## src/bda_pkg.sv

```systemverilog
package bda_pkg;

   localparam int VALUE_BITS_DEF = 64;
   localparam int VALUE_WIDTH    = 64;
   localparam int CHAR_WIDTH     = 6;
   localparam int NIBBLE_WIDTH   = 4;

   localparam logic [CHAR_WIDTH-1:0]   ASCII_ZERO = 6'd48;
   localparam logic [NIBBLE_WIDTH-1:0] ADJ_LIMIT  = 4'd5;
   localparam logic [NIBBLE_WIDTH-1:0] ADJ_ADD    = 4'd3;

   typedef enum logic [1:0] {
      ST_IDLE,
      ST_CONVERT,
      ST_EMIT
   } state_type;

   typedef struct packed {
      logic load;
      logic dabble;
      logic emit_shift;
   } ctrl_type;

endpackage

```

## src/bda_dabble.sv

```systemverilog
module bda_dabble
   import bda_pkg::*;
#(
   parameter int VALUE_BITS = VALUE_BITS_DEF,
   parameter int NUM_DIGITS = 20
) (
   input  logic                    clock,
   input  ctrl_type                ctrl,
   input  logic [VALUE_BITS-1:0]   value,
   output logic [NIBBLE_WIDTH-1:0] top_digit
);

   localparam int BCD_BITS = NIBBLE_WIDTH * NUM_DIGITS;

   logic [VALUE_BITS-1:0] bin_ff;
   logic [VALUE_BITS-1:0] bin_in;
   logic [BCD_BITS-1:0]   bcd_ff;
   logic [BCD_BITS-1:0]   bcd_in;
   logic [BCD_BITS-1:0]   bcd_adj;

   // Every digit of five or more gets three added before the shift.
   always_comb begin
      for (int i = 0; i < NUM_DIGITS; i++) begin
         if (bcd_ff[i*NIBBLE_WIDTH +: NIBBLE_WIDTH] >= ADJ_LIMIT) begin
            bcd_adj[i*NIBBLE_WIDTH +: NIBBLE_WIDTH] =
               bcd_ff[i*NIBBLE_WIDTH +: NIBBLE_WIDTH] + ADJ_ADD;
         end else begin
            bcd_adj[i*NIBBLE_WIDTH +: NIBBLE_WIDTH] =
               bcd_ff[i*NIBBLE_WIDTH +: NIBBLE_WIDTH];
         end
      end
   end

   always_comb begin
      bin_in = bin_ff;
      bcd_in = bcd_ff;
      if (ctrl.load) begin
         bin_in = value;
         bcd_in = '0;
      end else if (ctrl.dabble) begin
         bin_in = {bin_ff[VALUE_BITS-2:0], 1'b0};
         bcd_in = {bcd_adj[BCD_BITS-2:0], bin_ff[VALUE_BITS-1]};
      end else if (ctrl.emit_shift) begin
         bcd_in = {bcd_ff[BCD_BITS-NIBBLE_WIDTH-1:0], {NIBBLE_WIDTH{1'b0}}};
      end
   end

   always_ff @(posedge clock) begin
      bin_ff <= bin_in;
      bcd_ff <= bcd_in;
   end

   assign top_digit = bcd_ff[BCD_BITS-1 -: NIBBLE_WIDTH];

endmodule

```

## src/bda_seq.sv

```systemverilog
module bda_seq
   import bda_pkg::*;
#(
   parameter int VALUE_BITS = VALUE_BITS_DEF,
   parameter int NUM_DIGITS = 20
) (
   input  logic                    clock,
   input  logic                    reset,
   input  logic                    start,
   input  logic [NIBBLE_WIDTH-1:0] top_digit,
   output logic                    busy,
   output ctrl_type                ctrl,
   output logic                    rsp_strobe,
   output logic                    rsp_last,
   output logic [NIBBLE_WIDTH-1:0] rsp_digit
);

   localparam int CNT_BITS = (VALUE_BITS > 1) ? $clog2(VALUE_BITS) : 1;

   state_type             state_ff;
   state_type             state_in;
   logic [CNT_BITS-1:0]   cnt_ff;
   logic [CNT_BITS-1:0]   cnt_in;
   logic                  started_ff;
   logic                  started_in;
   logic                  strobe_ff;
   logic                  strobe_in;
   logic                  last_ff;
   logic                  last_in;
   logic [NIBBLE_WIDTH-1:0] digit_ff;
   logic [NIBBLE_WIDTH-1:0] digit_in;

   always_ff @(posedge clock) begin
      if (reset) begin
         state_ff   <= ST_IDLE;
         cnt_ff     <= '0;
         started_ff <= 1'b0;
         strobe_ff  <= 1'b0;
         last_ff    <= 1'b0;
      end else begin
         state_ff   <= state_in;
         cnt_ff     <= cnt_in;
         started_ff <= started_in;
         strobe_ff  <= strobe_in;
         last_ff    <= last_in;
      end
      digit_ff <= digit_in;
   end

   always_comb begin
      state_in   = state_ff;
      cnt_in     = cnt_ff;
      started_in = started_ff;
      strobe_in  = 1'b0;
      last_in    = 1'b0;
      digit_in   = top_digit;
      ctrl       = '0;
      unique case (state_ff)
         ST_IDLE: begin
            if (start) begin
               ctrl.load  = 1'b1;
               cnt_in     = CNT_BITS'(VALUE_BITS - 1);
               started_in = 1'b0;
               state_in   = ST_CONVERT;
            end
         end
         ST_CONVERT: begin
            ctrl.dabble = 1'b1;
            if (cnt_ff == '0) begin
               cnt_in   = CNT_BITS'(NUM_DIGITS - 1);
               state_in = ST_EMIT;
            end else begin
               cnt_in = cnt_ff - 1'b1;
            end
         end
         ST_EMIT: begin
            // Leading zeros are dropped; the final digit always goes out.
            ctrl.emit_shift = 1'b1;
            last_in         = (cnt_ff == '0);
            strobe_in       = started_ff || (top_digit != '0) || (cnt_ff == '0);
            started_in      = strobe_in;
            if (cnt_ff == '0) begin
               state_in = ST_IDLE;
            end else begin
               cnt_in = cnt_ff - 1'b1;
            end
         end
         default: begin
            state_in = ST_IDLE;
         end
      endcase
   end

   assign busy       = (state_ff != ST_IDLE);
   assign rsp_strobe = strobe_ff;
   assign rsp_last   = last_ff;
   assign rsp_digit  = digit_ff;

endmodule

```

## src/binary_to_decimal_ascii_top.sv

```systemverilog
// Converts an unsigned binary number into its decimal digits as ASCII codes.
// A transfer on the request side happens at a clock edge with start high and
// busy low; req_value is taken then, and only its low VALUE_BITS bits count.
// The number is converted by shift-add-3 steps, one bit per cycle, through a
// single shared BCD adjust-and-shift unit. The digits are then scanned from
// the top, one per cycle, as many as an unsigned VALUE_BITS-bit number can
// have decimal digits at most (20 for 64 bits); leading zeros are skipped
// without a strobe, and zero gives the single digit '0'.
// Each digit appears on rsp_digit_char for one cycle with rsp_strobe high,
// most significant first, and rsp_last marks the final digit of the run.
// Digits are registered before they are shown. Busy stays high through the
// conversion and the full digit scan, whatever the value. The final digit is
// shown in the cycle in which busy falls, when the next transfer can already
// be taken; no new request is taken while busy is high. The receiver has no
// way to hold results off, so a digit is transferred in the cycle it is shown.
// A synchronous reset returns the block to idle and drops any run in progress.
module binary_to_decimal_ascii_top
   import bda_pkg::*;
#(
   parameter int VALUE_BITS = VALUE_BITS_DEF
) (
   input  logic                   clock,
   input  logic                   reset,
   input  logic                   start,
   output logic                   busy,
   input  logic [VALUE_WIDTH-1:0] req_value,
   output logic                   rsp_strobe,
   output logic [CHAR_WIDTH-1:0]  rsp_digit_char,
   output logic                   rsp_last
);

   localparam int NUM_DIGITS = ((VALUE_BITS * 1233) >> 12) + 1;

   ctrl_type                ctrl;
   logic [NIBBLE_WIDTH-1:0] top_digit;
   logic [NIBBLE_WIDTH-1:0] rsp_digit;

   bda_dabble #(
      .VALUE_BITS (VALUE_BITS),
      .NUM_DIGITS (NUM_DIGITS)
   ) u_dabble (
      .clock     (clock),
      .ctrl      (ctrl),
      .value     (req_value[VALUE_BITS-1:0]),
      .top_digit (top_digit)
   );

   bda_seq #(
      .VALUE_BITS (VALUE_BITS),
      .NUM_DIGITS (NUM_DIGITS)
   ) u_seq (
      .clock      (clock),
      .reset      (reset),
      .start      (start),
      .top_digit  (top_digit),
      .busy       (busy),
      .ctrl       (ctrl),
      .rsp_strobe (rsp_strobe),
      .rsp_last   (rsp_last),
      .rsp_digit  (rsp_digit)
   );

   assign rsp_digit_char = ASCII_ZERO | {{(CHAR_WIDTH-NIBBLE_WIDTH){1'b0}}, rsp_digit};

   a_start_busy: assert property (@(posedge clock) disable iff (reset)
      start && !busy |=> busy)
      else $error("busy did not rise after a request transfer");

   a_run_contiguous: assert property (@(posedge clock) disable iff (reset)
      rsp_strobe && !rsp_last |=> rsp_strobe)
      else $error("gap inside a digit run");

   a_end_of_run: assert property (@(posedge clock) disable iff (reset)
      $fell(busy) |-> rsp_strobe && rsp_last)
      else $error("item finished without a final digit");

   a_digit_range: assert property (@(posedge clock) disable iff (reset)
      rsp_strobe |-> rsp_digit_char <= 6'd57)
      else $error("digit out of decimal range");

endmodule

```

## config.mk

```make
export PLATFORM = sky130hd
export DESIGN_NAME = binary_to_decimal_ascii_top
export DESIGN_NICKNAME = d
export VERILOG_FILES = /design/src/bda_pkg.sv /design/src/bda_dabble.sv /design/src/bda_seq.sv /design/src/binary_to_decimal_ascii_top.sv
export SDC_FILE = /design/constraint.sdc
export NUM_CORES = 1
export LEC_CHECK = 0
export ABC_AREA = 1
export ABC_CLOCK_PERIOD_IN_PS = 3100
export BUFFER_PORTS_ARGS = -buffer_cell sky130_fd_sc_hd__buf_2
export CELL_PAD_IN_SITES_DETAIL_PLACEMENT = 2
export CELL_PAD_IN_SITES_GLOBAL_PLACEMENT = 2
export CORE_MARGIN = 3
export CORE_UTILIZATION = 30
export DETAILED_ROUTE_END_ITERATION = 8
export HOLD_SLACK_MARGIN = 0.12
export PLACE_DENSITY_LB_ADDON = 0.08
export SLEW_MARGIN = 20
export SYNTH_ARGS = -nofsm -noshare
export SYNTH_HDL_FRONTEND = slang
export SYNTH_SLANG_ARGS = --single-unit
```

## constraint.sdc

```tcl
create_clock -name clock -period 3.1 [get_ports clock]
set_clock_uncertainty 0.15 [all_clocks]
set_input_delay 0.155 -clock clock [delete_from_list [all_inputs] [get_ports clock]]
set_output_delay 0.155 -clock clock [all_outputs]
set_load 0.01 [all_outputs]
```

==> results.sh, run 1 <==
export IMPL_finalSetupTns_ns=0
export IMPL_crit_slowest_cell="buf_4"
export IMPL_die_x_um=179
export IMPL_synth_seq_cells=159
export IMPL_ios=76
export IMPL_wl_um=28300
export IMPL_clk_latency_ns=0.43
export IMPL_place_congestion=0.732
export IMPL_synth_compound_area_share_pct=15.1
export IMPL_worst_path_stages=6
export IMPL_p_total_uw=8810
export IMPL_cts_made_buffers=17
export IMPL_synth_mux_area_share_pct=0
export IMPL_cts_buffer_depth=2
export IMPL_avgViaCountPerCell=4.92
export IMPL_cp_end_kind="flop"
export IMPL_hold_path_class="reg2reg"
export IMPL_synth_area_leaders="edfxtp_1 21%, dfxtp_1 21%, nand2_1 16%"
export IMPL_max_freq_ghz=0.415
export IMPL_critical_path_required_ns=3.33
export IMPL_grt_overflow=0
export IMPL_cts_setup_buffers=0
export IMPL_final_core_util_pct=37.2
export IMPL_grt_pass1_wl_um=47500
export IMPL_synth_area_um2=9000
export IMPL_track_usage_pct=18.4
export IMPL_max_cap_violations=0
export IMPL_post_dp_hpwl_um=17200
export IMPL_syn_area_per_cell_um2=7.50
export IMPL_slew_violations=0
export IMPL_hold_violations=0
export IMPL_synth_largest_area_cell="edfxtp_1"
export IMPL_grt_antenna_before_repair=2
export IMPL_firstDrtPassIters=4
export IMPL_yosysWarnings=0
export IMPL_syn_inst=1200
export IMPL_start_util_pct=30.9
export IMPL_synth_cell_types=27
export IMPL_ys_seq_area_share_pct=42.5
export IMPL_cts_tree="yes"
export IMPL_clock_sinks=159
export IMPL_netlist_top_cells_count="379 x nand2_1, 149 x a21oi_1, 112 x inv_1"
export IMPL_path_class="reg2reg"
export IMPL_clkTransAtPathRegs_ns=0.08
export IMPL_port_buffers=73
export IMPL_grt_pass1_vias=9097
export IMPL_grt_max_degree=71
export IMPL_outcome="complete, no violations"
export IMPL_worstHoldPathCells=0
export IMPL_holdWs_ns=0.223
export IMPL_drt_initial_drc_count=317
export IMPL_max_slew_margin_pct=44.2
export IMPL_synth_top_family_by_area="simple AND/OR/NAND/NOR gates"
export IMPL_irDropWorstVdd_mv=0.384
export IMPL_route_detailed_drc=0
export IMPL_die_area_um2=32100
export IMPL_critPathBufInv=3
export IMPL_arrival_ns=2.64
export IMPL_area_growth_pct=20.4
export IMPL_placement_rows=62
export IMPL_async_reset_ff_share_pct=0
export IMPL_crit_path_start_kind="flop"
export IMPL_ant_nets=0
export IMPL_slowest_delay_ns=0.66
export IMPL_nets=1427
export IMPL_synth_adder_area_share_pct=6.39
export IMPL_synth_top_area_share_pct=21.3
export IMPL_htree_num_levels=4
export IMPL_layout_drive_gt1_share_pct=10.2
export IMPL_critPathMaxFanout=70
export IMPL_finalCriticalPeriod_ns=2.41
export IMPL_tightest_slew_ns=0.837
export IMPL_path_cells="inv_1 > ha_2 > buf_4 > nand3_1 > a21oi_1 > dlygate4sd3_1"
export IMPL_setup_violations=0
export IMPL_p_leak_uw=0.00465
export IMPL_final_cell_area_um2=10800
export IMPL_period_share_pct=77.8
export IMPL_via_count=8430
export IMPL_p_per_area_nw_per_um2=813
export IMPL_synth_ff_type="dfxtp_1"
export IMPL_post_dp_cell_area_um2=9580
export IMPL_grt_setup_unrepaired="no"
export IMPL_r2r_cells=6
export IMPL_die_height_um=179
export IMPL_wl_per_cell_um=16.5
export IMPL_synth_simple_area_share_pct=24.4
export IMPL_critPathTopFamily="buffers and inverters"
export IMPL_coreArea_um2=29200
export IMPL_synth_edf_count=64
export IMPL_synthXorXnorAreaFrac_pct=1.95
export IMPL_synth_most_common_cell="nand2_1"
export IMPL_clockRootBuffer="clkbuf_16"
## worst reg2reg max path: stages, from the launching register on
cell and delay (ns):
dfxtp_1 0.34, inv_1 0.09, ha_2 0.21, buf_4 0.66, nand3_1 0.18, a21oi_1 0.18
dlygate4sd3_1 0.56
## placed cells by master, fill, tap and decap left out, drive strengths merged, types with 6 or more instances in the layout
cell         count
inv            125
clkbuf          17
clkinv           6
nor2            66
xor2            19
dfxtp           95
nand3           70
o21ai           86
a21oi          152
ha              46
buf             85
nand2          383
o211ai          20
edfxtp          64
dlygate4sd3     67
nand4           21
## final timing paths
check / start / endpoint / slack, ns
worst min-delay path: u_dabble.bcd_ff[77] / u_seq.rsp_digit[1] / 0.22
worst max-delay path: u_seq.state_ff[1] / u_seq.state_ff[1] / 0.69
worst max register to register: u_seq.state_ff[1] / u_seq.state_ff[1] / 0.69
worst min register to register: u_dabble.bcd_ff[77] / u_seq.rsp_digit[1] / 0.22
## kinds of logic after synthesis
kind of cell	after synthesis
and+or+nand+nor	540
AOI/OAI and AO/OA	259
buffers and inverters	175
DFF	159
adders and majority gates	46
xor gates and xnor gates	20
other	1
## cell type report
cell class	count	area [um2]
fillers	3415	18300
multi-input cells	867	4330
flip-flops and latches	159	3820
repair buffers	152	1180
well taps	384	480
inverters	117	444
clock buffers	17	425
clock inverters	15	161
diodes	2	5.00
## registers in the layout (all words and copies together) (netlist names)
name	count
u_seq.started_ff	1
u_dabble.bin_ff	64
u_seq.rsp_strobe	1
u_seq.rsp_digit	4
u_dabble.bcd_ff	80
u_seq.cnt_ff	6
u_seq.state_ff	2
u_seq.rsp_last	1
## metal layers
| metal | wire (um) | vias to the layer above | track usage [%] |
|---|---|---|---|
| met5 | 0 | - | 0 |
| met4 | 186 | 0 | 3.29 |
| met3 | 990 | 14 | 3.90 |
| met2 | 13600 | 111 | 31.9 |
| met1 | 13600 | 4131 | 23.8 |
| li1 | - | 4174 | - |
## metrics by stage
step                      cells  worst slack [ns]
after floorplan            1201            0.0805
after global placement     1612             0.962
after detailed placement   1612             0.931
after CTS                  1711             0.664
after global routing       1713             0.506
final                      1713             0.689
## power breakdown
group          switching [uW]  internal [uW]  leakage (uW)
sequential                569           2910       0.00142
clock                    1060           1080      0.000286
combinational            2080           1110       0.00294
total                    3710           5100       0.00465
## repair_timing
item                                   4_1_cts  5_1_grt
endpoints found under the hold margin       76        0
gates resized for setup                      0        0
hold buffers                                67        0
Power figures use the tool's default switching activity.
==> inputs of run 2 (changes only) <==
Settings changed: ABC_CLOCK_PERIOD_IN_PS 3100 to 2000.
Clock period 3.1 ns to 2 ns, I/O delays scaled along.
==> run 2 against run 1 <==
Net effect: utilization rose by 0.45 points; total power rose by 56%; critical path depth fell by 1; clock power rose by 56%; first-iteration DRC count rose by 41%; worst setup slack got worse by 0.52 ns; sequential power rose by 54%; critical path type unchanged; largest power group unchanged.
==> results.sh, run 2 (synthesis gave the netlist of run 1 again) <==
export IMPL_critPathBufInv=2
export IMPL_slew_violations=0
export IMPL_clockRootBuffer="clkbuf_16"
export IMPL_layout_drive_gt1_share_pct=10.9
export IMPL_irDropWorstVdd_mv=0.578
export IMPL_regMostFlops="u_dabble.bcd_ff"
export IMPL_die_area_um2=32100
export IMPL_clk_latency_ns=0.44
export IMPL_die_height_um=179
export IMPL_largest_reg_flops=80
export IMPL_track_usage_pct=17.9
export IMPL_grt_antenna_before_repair=0
export IMPL_critPathTopFamily="buffers and inverters"
export IMPL_crit_path_start_kind="flop"
export IMPL_ios=76
export IMPL_grt_max_degree=55
export IMPL_via_count=8397
export IMPL_hold_path_class="reg2reg"
export IMPL_clock_sinks=159
export IMPL_placement_rows=62
export IMPL_grt_overflow=0
export IMPL_wl_per_cell_um=16.1
export IMPL_numPlacedInstances=1621
export IMPL_arrival_ns=2.03
export IMPL_cts_setup_buffers=0
export IMPL_grt_setup_unrepaired="no"
export IMPL_htree_num_levels=4
export IMPL_start_util_pct=30.9
export IMPL_drt_initial_drc_count=446
export IMPL_p_per_area_nw_per_um2=1250
export IMPL_layout_common_cells="378 x nand2_1, 149 x a21oi_1, 112 x inv_1, 95 x dfxtp_1, 86 x o21ai_0"
export IMPL_hold_violations=0
export IMPL_top_regs="u_dabble.bcd_ff: 80 flops, u_dabble.bin_ff: 64 flops, u_seq.cnt_ff: 6 flops"
export IMPL_crit_slowest_cell="ha_2"
export IMPL_clkTransAtPathRegs_ns=0.07
export IMPL_coreArea_um2=29200
export IMPL_p_leak_uw=0.00472
export IMPL_cts_tree="yes"
export IMPL_post_dp_hpwl_um=17500
export IMPL_period_share_pct=91.6
export IMPL_grt_pass1_vias=9141
export IMPL_outcome="complete, no violations"
export IMPL_critPathMaxFanout=33
export IMPL_n_fill_cell=3373
export IMPL_path_class="reg2reg"
export IMPL_wl_um=27700
export IMPL_ant_nets=0
export IMPL_port_buffers=73
export IMPL_cts_made_buffers=17
export IMPL_area_growth_pct=21.9
export IMPL_final_cells=1719
export IMPL_die_x_um=179
export IMPL_critical_path_required_ns=2.20
export IMPL_path_cells="inv_1 > ha_2 > buf_4 > o21ai_0 > a21oi_1"
export IMPL_slowest_delay_ns=0.42
export IMPL_nets=1435
export IMPL_finalSetupTns_ns=0
export IMPL_firstDrtPassIters=7
export IMPL_place_congestion=0.746
export IMPL_setup_violations=0
export IMPL_avgViaCountPerCell=4.88
export IMPL_max_freq_ghz=0.546
export IMPL_finalCriticalPeriod_ns=1.83
export IMPL_cp_end_kind="flop"
export IMPL_max_cap_violations=0
export IMPL_route_detailed_drc=0
export IMPL_grt_pass1_wl_um=46600
export IMPL_final_core_util_pct=37.6
export IMPL_final_common_cell="nand2_1"
export IMPL_cts_buffer_depth=2
export IMPL_diodes=0
run 2: path summary, 6_finish.rpt:
check | start | endpoint | slack (ns) | depth (start not counted)
min | u_dabble.bcd_ff[77] | u_seq.rsp_digit[1] | 0.22 | 0
min reg2reg | u_dabble.bcd_ff[77] | u_seq.rsp_digit[1] | 0.22 | 0
max reg2reg | u_seq.state_ff[1] | u_dabble.bcd_ff[27] | 0.17 | 5
max | u_seq.state_ff[1] | u_dabble.bcd_ff[27] | 0.17 | 5
run 2: final cells by class:
class                      instances  area [um2]  share of cell area [%]
inverter                         117         444                    4.05
multi-input combinational        867        4340                    39.6
clock buffer                      17         425                    3.88
clock inverter                    15         161                    1.47
sequential                       159        3820                    34.8
timing repair buffer             160        1300                    11.8
tap                              384         480                    4.38
run 2: report_power, final:
part / switching (uW) / internal [uW]
registers: 840 / 4500
logic: 3240 / 1830
clock network: 1640 / 1680
total: 5720 / 8010
run 2: layer usage:
layer  vias up  share of wire (%)  global-route usage, %
li1       4187                  -                      -
met1      4092                 49                   23.9
met2       103                 48                   30.9
met3        15                2.6                   2.92
met4         0               0.65                   3.29
met5         -                  0                      0
run 2: metrics by stage:
stage | hold slack, ns | setup WS (ns) | total power (uW) | cell area [um2]
global placement | 0.211 | 0.229 | 10200 | 9730
CTS | 0.224 | 0.0989 | 14000 | 11000
floorplan | 0.0191 | 0.00810 | 8870 | 9020
finish | 0.220 | 0.169 | 13700 | 11000
global route | 0.237 | 0.0208 | 15100 | 11000
detailed placement | 0.212 | 0.155 | 10400 | 9730
run 2: worst register-to-register path, cell delays in order, from the launching register on:
cell and delay, ns:
dfxtp_1 0.39, inv_1 0.09, ha_2 0.42, buf_4 0.36, o21ai_0 0.20, a21oi_1 0.14
run 2: timing repair:
action                                 4_1_cts  5_1_grt
hold buffers                                66        0
setup endpoints to repair                    0        6
resized for setup                            0        1
endpoints found under the hold margin       75        0
